--- src/rtl/core/fesgt_pkg.sv ---
// Package for the flow-export sequence gap tracker.
// Table size, status codes, field constants and the beat passed down the
// cell chain. No dependencies.
package fesgt_pkg;

    localparam int TABLE_ENTRIES = 16;

    localparam logic [7:0] UDP_PROTOCOL     = 8'd17;
    localparam logic [3:0] MIN_HEADER_WORDS = 4'd5;

    localparam logic [2:0] ST_SHORT     = 3'd0;
    localparam logic [2:0] ST_NOT_UDP   = 3'd1;
    localparam logic [2:0] ST_FULL      = 3'd2;
    localparam logic [2:0] ST_FIRST     = 3'd3;
    localparam logic [2:0] ST_IN_ORDER  = 3'd4;
    localparam logic [2:0] ST_DUPLICATE = 3'd5;
    localparam logic [2:0] ST_GAP       = 3'd6;

    // One packet on its way through the slot cells.
    typedef struct packed {
        logic        valid;
        logic        done;    // status settled, later cells leave it alone
        logic [2:0]  status;
        logic [31:0] key;     // packed source id, zero for dropped packets
        logic [31:0] seq;
        logic [15:0] cnt;
        logic [31:0] pstart;
        logic [31:0] pend;
    } beat_t;

endpackage

--- src/rtl/core/fesgt_cell.sv ---
// One table slot of the gap tracker: holds a source's key and sequence state,
// settles the beat that matches or claims it, and registers the beat onward.
// Uses fesgt_pkg.
module fesgt_cell (
    input  logic              clk,
    input  logic              rst_n,
    input  logic              advance,
    input  fesgt_pkg::beat_t  beat_in,
    output fesgt_pkg::beat_t  beat_out
);

    logic             used_reg,  used_next;
    logic [31:0]      key_reg,   key_next;
    logic [31:0]      seq_reg,   seq_next;
    logic [15:0]      count_reg, count_next;
    logic [31:0]      run_reg,   run_next;
    fesgt_pkg::beat_t beat_reg,  beat_next;

    logic        hit;
    logic [31:0] expect_seq;

    assign hit        = beat_in.valid && !beat_in.done &&
                        (!used_reg || (key_reg == beat_in.key));
    assign expect_seq = seq_reg + {16'b0, count_reg};

    always_comb
    begin
        used_next  = used_reg;
        key_next   = key_reg;
        seq_next   = seq_reg;
        count_next = count_reg;
        run_next   = run_reg;
        beat_next  = beat_in;
        if (hit)
        begin
            beat_next.done = 1'b1;
            if (!used_reg || count_reg == 16'd0)
            begin
                beat_next.status = fesgt_pkg::ST_FIRST;
            end
            else if (seq_reg == beat_in.seq)
            begin
                beat_next.status = fesgt_pkg::ST_DUPLICATE;
            end
            else if (expect_seq != beat_in.seq)
            begin
                beat_next.status = fesgt_pkg::ST_GAP;
                beat_next.pstart = run_reg;
                beat_next.pend   = expect_seq;
                run_next         = beat_in.seq;
            end
            else
            begin
                beat_next.status = fesgt_pkg::ST_IN_ORDER;
                if (run_reg == 32'd0)
                begin
                    run_next = beat_in.seq;
                end
            end
            // claim a free slot on first sight, or update a matched slot's state
            used_next  = 1'b1;
            key_next   = beat_in.key;
            seq_next   = beat_in.seq;
            count_next = beat_in.cnt;
        end
    end

    always_ff @(posedge clk or negedge rst_n)
    begin
        if (!rst_n)
        begin
            used_reg  <= 1'b0;
            count_reg <= 16'd0;
            run_reg   <= 32'd0;
            beat_reg  <= '0;
        end
        else if (advance)
        begin
            used_reg  <= used_next;
            count_reg <= count_next;
            run_reg   <= run_next;
            beat_reg  <= beat_next;
        end
    end

    always_ff @(posedge clk)
    begin
        if (advance)
        begin
            key_reg <= key_next;
            seq_reg <= seq_next;
        end
    end

    assign beat_out = beat_reg;

    a_used_sticky: assert property (@(posedge clk) disable iff (!rst_n)
        used_reg |=> used_reg)
        else $error("slot lost its used bit");

    a_settled_stays: assert property (@(posedge clk) disable iff (!rst_n)
        (advance && beat_in.valid && beat_in.done) |=>
        (beat_out.done && beat_out.status == $past(beat_in.status)))
        else $error("settled beat changed in cell");

    a_claim_first: assert property (@(posedge clk) disable iff (!rst_n)
        (advance && beat_in.valid && !beat_in.done && !used_reg) |=>
        (used_reg && beat_out.done && beat_out.status == fesgt_pkg::ST_FIRST))
        else $error("free slot did not claim new source");

endmodule
--- config.mk ---
export PLATFORM = sky130hd
export DESIGN_NAME = fesgt_cell
export DESIGN_NICKNAME = d
export VERILOG_FILES = /design/src/rtl/core/fesgt_pkg.sv /design/src/rtl/core/fesgt_cell.sv
export SDC_FILE = /design/constraint.sdc
export NUM_CORES = 1
export LEC_CHECK = 0
export ABC_AREA = 1
export ABC_CLOCK_PERIOD_IN_PS = 8800
export BUFFER_PORTS_ARGS = -buffer_cell sky130_fd_sc_hd__buf_2
export CELL_PAD_IN_SITES_DETAIL_PLACEMENT = 0
export CELL_PAD_IN_SITES_GLOBAL_PLACEMENT = 1
export CORE_MARGIN = 2
export CORE_UTILIZATION = 43
export CTS_CLUSTER_DIAMETER = 200
export DETAILED_ROUTE_END_ITERATION = 10
export GPL_TIMING_DRIVEN = 0
export PLACE_DENSITY_LB_ADDON = 0.1
export SLEW_MARGIN = 20
export SYNTH_ARGS = -nofsm -noshare
export SYNTH_HDL_FRONTEND = slang
export SYNTH_SLANG_ARGS = --single-unit
--- constraint.sdc ---
create_clock -name clk -period 8.8 [get_ports clk]
set_input_delay 1.32 -clock clk [delete_from_list [all_inputs] [get_ports clk]]
set_output_delay 1.32 -clock clk [all_outputs]
set_load 0.01 [all_outputs]
==> impl_metrics.prom <==
# TYPE chip_impl_metric gauge
chip_impl_info{name="outcome",value="completed"} 1
chip_impl_metric{name="ys_types",unit=""} 42
chip_impl_metric{name="grt_remaining_overflow",unit=""} 0
chip_impl_metric{name="num_vias",unit=""} 12967
chip_impl_info{name="cts_tree",value="yes"} 1
chip_impl_metric{name="vias_per_std_cell",unit=""} 4.94
chip_impl_metric{name="drt_iter0_drc",unit=""} 882
chip_impl_metric{name="yosys_register_bits",unit=""} 262
chip_impl_metric{name="die_outline_area",unit="µm²"} 34100
chip_impl_metric{name="max-clock-path-buffers",unit=""} 3
chip_impl_metric{name="grt_util_all_layers",unit=""} 0.285
chip_impl_metric{name="combinationalPowerShare",unit=""} 0.117
chip_impl_metric{name="synthArstFlopShare",unit=""} 0.756
chip_impl_metric{name="port_buffers",unit=""} 300
chip_impl_metric{name="worstPathRequired",unit="ps"} 9280
chip_impl_metric{name="largest_register_ffs",unit=""} 149
chip_impl_metric{name="dp_hpwl",unit="mm"} 38.3
chip_impl_metric{name="synth-seq-area-share",unit=""} 0.489
chip_impl_metric{name="grt_pass1_wl",unit="mm"} 73.4
chip_impl_metric{name="arrival",unit="ps"} 4650
chip_impl_metric{name="syn-cell-area",unit="µm²"} 14000
chip_impl_metric{name="synth.net_count",unit=""} 1994
chip_impl_metric{name="cts-resized-gates",unit=""} 0
chip_impl_metric{name="final_setup_violations",unit=""} 0
chip_impl_metric{name="area_delta_synth_final",unit="%"} 23.1
chip_impl_info{name="ys.flop_type",value="sky130_fd_sc_hd__dfrtp_1"} 1
chip_impl_metric{name="powerDensity",unit="nW/µm²"} 180
chip_impl_metric{name="cts.sinks",unit=""} 262
chip_impl_info{name="criticalPathCategory",value="in2reg"} 1
chip_impl_metric{name="core_region_area",unit="µm²"} 32400
chip_impl_metric{name="power.leakage",unit="nW"} 9.41
chip_impl_metric{name="synth-compound-area-share",unit=""} 0.0338
chip_impl_metric{name="post_drt_wl_per_cell",unit="µm"} 18.3
chip_impl_metric{name="synth_edf_count",unit=""} 64
chip_impl_metric{name="synthesis.area_per_instance",unit="µm²"} 7.70
chip_impl_metric{name="bufs_and_invs_on_worst_path",unit=""} 3
chip_impl_info{name="timing.hold.worst.class",value="reg2reg"} 1
chip_impl_metric{name="worst_clock_skew",unit="ps"} 12.0
chip_impl_metric{name="floorplan.initialDensity",unit=""} 0.434
chip_impl_metric{name="die_x",unit="µm"} 185
chip_impl_metric{name="final_layout_size_suffix_gt1_frac",unit=""} 0.198
chip_impl_metric{name="max_slew.worst_pin.slew",unit="ps"} 912
chip_impl_info{name="critPathTopFamily",value="simple AND/OR/NAND/NOR gates"} 1
chip_impl_metric{name="post_layout_min_period",unit="ps"} 4180
chip_impl_metric{name="cell_count_after_placement",unit=""} 2570
chip_impl_info{name="path_cells",value="buf_2 -> xnor2_1 -> nand4_1 -> nor4_1 -> nand4_1 -> nand2_1 -> nand2_1 -> nor2_1 -> buf_2 -> buf_1 -> nand4_1 -> nand3_1 -> nand2_1"} 1
chip_impl_metric{name="hold_slack",unit="ps"} 467
chip_impl_metric{name="place_ws",unit="ps"} 3980
chip_impl_metric{name="design.final.nets",unit=""} 2328
chip_impl_metric{name="placed_area",unit="µm²"} 16200
chip_impl_metric{name="critical_path.max_fanout",unit=""} 10
chip_impl_metric{name="largest_net_degree_at_the_start_of_global_routing",unit=""} 88
chip_impl_metric{name="fin_crit_sh",unit=""} 0.475
chip_impl_metric{name="count_of_mapped_cells_out_of_synthesis",unit=""} 1825
chip_impl_metric{name="post_layout_util",unit=""} 0.534
chip_impl_metric{name="finalSetupTns",unit="ps"} 0
chip_impl_info{name="cts.root.buffer_cell",value="sky130_fd_sc_hd__clkbuf_16"} 1
chip_impl_metric{name="rows",unit=""} 66
chip_impl_metric{name="post_synth_and_or_nand_nor_area_fraction",unit=""} 0.340
chip_impl_metric{name="peakVddDrop",unit="µV"} 246
chip_impl_metric{name="maxClockFrequency",unit="GHz"} 0.239
chip_impl_metric{name="finalWorstSetupSlack",unit="ps"} 4620
chip_impl_metric{name="insertion_delay",unit="ps"} 590
chip_impl_metric{name="critical_path.max_stage_delay",unit="ps"} 710
chip_impl_metric{name="report.power.total",unit="mW"} 3.11
chip_impl_metric{name="drt-pass1-iter-count",unit=""} 7
chip_impl_metric{name="slew_headroom",unit=""} 0.392
chip_impl_metric{name="synth-xor-area-share",unit=""} 0.0436
chip_impl_metric{name="drt_wl_total",unit="mm"} 48.2
chip_impl_metric{name="cts_made_buffers",unit=""} 29
chip_impl_metric{name="number_of_global_route_vias_before_repair",unit=""} 12536
chip_impl_metric{name="power.clock.fraction",unit=""} 0.451
chip_impl_metric{name="die_y",unit="µm"} 185
chip_impl_metric{name="floorplan.io_pins",unit=""} 301
chip_impl_metric{name="cts_hold_repair.buffers",unit=""} 0
chip_impl_metric{name="net_switching_share_of_the_total_power",unit=""} 0.265
chip_impl_metric{name="p_seq_frac",unit=""} 0.432
chip_impl_metric{name="final-hold-violation-count",unit=""} 0
chip_impl_metric{name="path_clk_slew",unit="ps"} 70
chip_impl_metric{name="remaining_drc_errors",unit=""} 0
chip_impl_metric{name="postCtsSetupBuffers",unit=""} 0
chip_impl_metric{name="gp_congestion",unit=""} 0.911
chip_impl_info{name="synth_top_family_by_area",value="simple AND/OR/NAND/NOR gates"} 1
chip_impl_metric{name="post_synth_fa_ha_maj_area_fraction",unit=""} 0.0157
chip_impl_metric{name="yosysWarningCount",unit=""} 0
chip_impl_info{name="timing.critical_path.from_type",value="input port"} 1
chip_impl_metric{name="layout_cell_area_excl_fill",unit="µm²"} 17300
chip_impl_metric{name="post_synth_mux_area_share",unit=""} 0
chip_impl_metric{name="timing_max_transition_violations_final",unit=""} 0
chip_impl_metric{name="finish.cell_count_without_fillers",unit=""} 2626
chip_impl_metric{name="antenna_violating_nets_post_route",unit=""} 0
chip_impl_metric{name="p_switching",unit="mW"} 0.824
chip_impl_info{name="worstSetupEndpointType",value="flop"} 1
chip_impl_metric{name="p_int",unit="mW"} 2.28
chip_impl_info{name="worst_path_max_delay_cell",value="sky130_fd_sc_hd__buf_1"} 1
chip_impl_info{name="grt_setup_unrepaired",value="no"} 1
chip_impl_metric{name="cap_viol_max_count",unit=""} 0
chip_impl_metric{name="grt_antenna_before_repair",unit=""} 6
chip_impl_metric{name="cts_htree_levels",unit=""} 1
[power by group through the flow]
stage / clock, mW / sequential (mW) / combinational, mW
CTS: 1.42 / 1.34 / 0.368
global placement: 0 / 1.36 / 0.361
floorplan: 0 / 1.39 / 0.137
global route: 1.46 / 1.35 / 0.410
finish: 1.40 / 1.34 / 0.363
detailed placement: 0 / 1.36 / 0.368
[cell type report]
| cell class | count | area [µm²] |
|---|---|---|
| inverters | 209 | 787 |
| plain buffers | 61 | 307 |
| fillers | 3294 | 15100 |
| repair buffers | 303 | 1590 |
| diodes | 2 | 5.00 |
| well taps | 442 | 553 |
| multi-input cells | 1293 | 6080 |
| clock inverters | 22 | 334 |
| flip-flops and latches | 262 | 6880 |
| clock buffers | 32 | 767 |
[cell families (layout without fill, tap and decap cells)]
| group | Yosys count | count (layout) |
|---|---|---|
| buffers and inverters | 270 | 627 |
| XOR/XNOR | 70 | 70 |
| AND/OR/NAND/NOR | 1116 | 1116 |
| flip-flops | 262 | 262 |
| other | 0 | 2 |
| adder cells (fa/ha/maj) | 17 | 17 |
| AO/OA/AOI/OAI | 90 | 90 |
[metal layers]
metal | vias up | wire length (µm) | track usage
li1 | 6429 | - | -
met3 | 66 | 3390 | 0.0613
met4 | 8 | 1150 | 0.0670
met2 | 376 | 22400 | 0.472
met1 | 6088 | 21200 | 0.382
met5 | - | 46 | 0
[worst paths after layout]
check                      cells after the start           from       endpoint  slack, ps
setup / recovery                              13   beat_in[119]   beat_out[12]       4620
hold / removal                                 2  beat_out[114]  beat_out[114]        470
setup reg to reg                              22     seq_reg[0]   beat_out[31]       5070
hold reg to reg                                2  beat_out[114]  beat_out[114]        470
max in group asynchronous                      2          rst_n   beat_out[40]       7430
min in group asynchronous                      1          rst_n    beat_out[7]        600
[cells in the final DEF, fill, tap and decap left out, types with 2 or more instances in the layout]
cell and n:
sky130_fd_sc_hd__nand3_2 19, sky130_fd_sc_hd__xor2_1 19, sky130_fd_sc_hd__buf_1 8, sky130_fd_sc_hd__buf_6 4, sky130_fd_sc_hd__a21oi_1 9, sky130_fd_sc_hd__clkbuf_1 31, sky130_fd_sc_hd__bufinv_16 7, sky130_fd_sc_hd__buf_2 307
sky130_fd_sc_hd__clkinvlp_4 5, sky130_fd_sc_hd__or2_2 6, sky130_fd_sc_hd__xnor2_1 51, sky130_fd_sc_hd__buf_16 2, sky130_fd_sc_hd__clkbuf_8 3, sky130_fd_sc_hd__inv_1 199, sky130_fd_sc_hd__inv_2 6, sky130_fd_sc_hd__clkbuf_16 29
sky130_fd_sc_hd__clkinv_2 2, sky130_fd_sc_hd__and2_1 3, sky130_fd_sc_hd__o21ai_1 34, sky130_fd_sc_hd__nand2_2 13, sky130_fd_sc_hd__nand3b_1 14, sky130_fd_sc_hd__ha_1 16, sky130_fd_sc_hd__nor2_2 5, sky130_fd_sc_hd__inv_4 4
sky130_fd_sc_hd__nor2_1 95, sky130_fd_sc_hd__or2_1 2, sky130_fd_sc_hd__nor4_1 17, sky130_fd_sc_hd__nand3_1 146, sky130_fd_sc_hd__clkinv_1 4, sky130_fd_sc_hd__nand4_1 31, sky130_fd_sc_hd__buf_4 10, sky130_fd_sc_hd__nor3_1 5
sky130_fd_sc_hd__nand2_1 756, sky130_fd_sc_hd__dfrtp_1 198, sky130_fd_sc_hd__diode_2 2, sky130_fd_sc_hd__edfxtp_1 64, sky130_fd_sc_hd__o21ai_0 39
[cell usage after synthesis, types with 4 or more instances]
master	n	area (µm²)
sky130_fd_sc_hd__nor2_1	95	357
sky130_fd_sc_hd__buf_4	10	75.1
sky130_fd_sc_hd__inv_2	6	22.5
sky130_fd_sc_hd__nand2_1	756	2840
sky130_fd_sc_hd__ha_1	16	200
sky130_fd_sc_hd__nand3b_1	14	105
sky130_fd_sc_hd__dfrtp_1	198	4950
sky130_fd_sc_hd__or2_2	6	37.5
sky130_fd_sc_hd__o21ai_1	34	170
sky130_fd_sc_hd__xnor2_1	51	447
sky130_fd_sc_hd__xor2_1	19	166
sky130_fd_sc_hd__nand4_1	31	194
sky130_fd_sc_hd__nor4_1	17	106
sky130_fd_sc_hd__o21ai_0	39	195
sky130_fd_sc_hd__clkbuf_1	31	116
sky130_fd_sc_hd__nor2_2	5	31.3
sky130_fd_sc_hd__nand2_2	13	81.3
sky130_fd_sc_hd__inv_1	200	751
sky130_fd_sc_hd__a21oi_1	9	45.0
sky130_fd_sc_hd__nand3_2	19	190
sky130_fd_sc_hd__nor3_1	5	25.0
sky130_fd_sc_hd__buf_2	8	40.0
sky130_fd_sc_hd__buf_1	8	30.0
sky130_fd_sc_hd__nand3_1	146	731
sky130_fd_sc_hd__edfxtp_1	64	1920
sky130_fd_sc_hd__buf_6	4	45.0
[worst min-delay path, stage by stage, from the launching register on]
cell and delay [ps]:
sky130_fd_sc_hd__dfrtp_1 340, sky130_fd_sc_hd__nand2_1 50, sky130_fd_sc_hd__nand2_1 50
No activity file was read; power rests on OpenSTA's default activity.
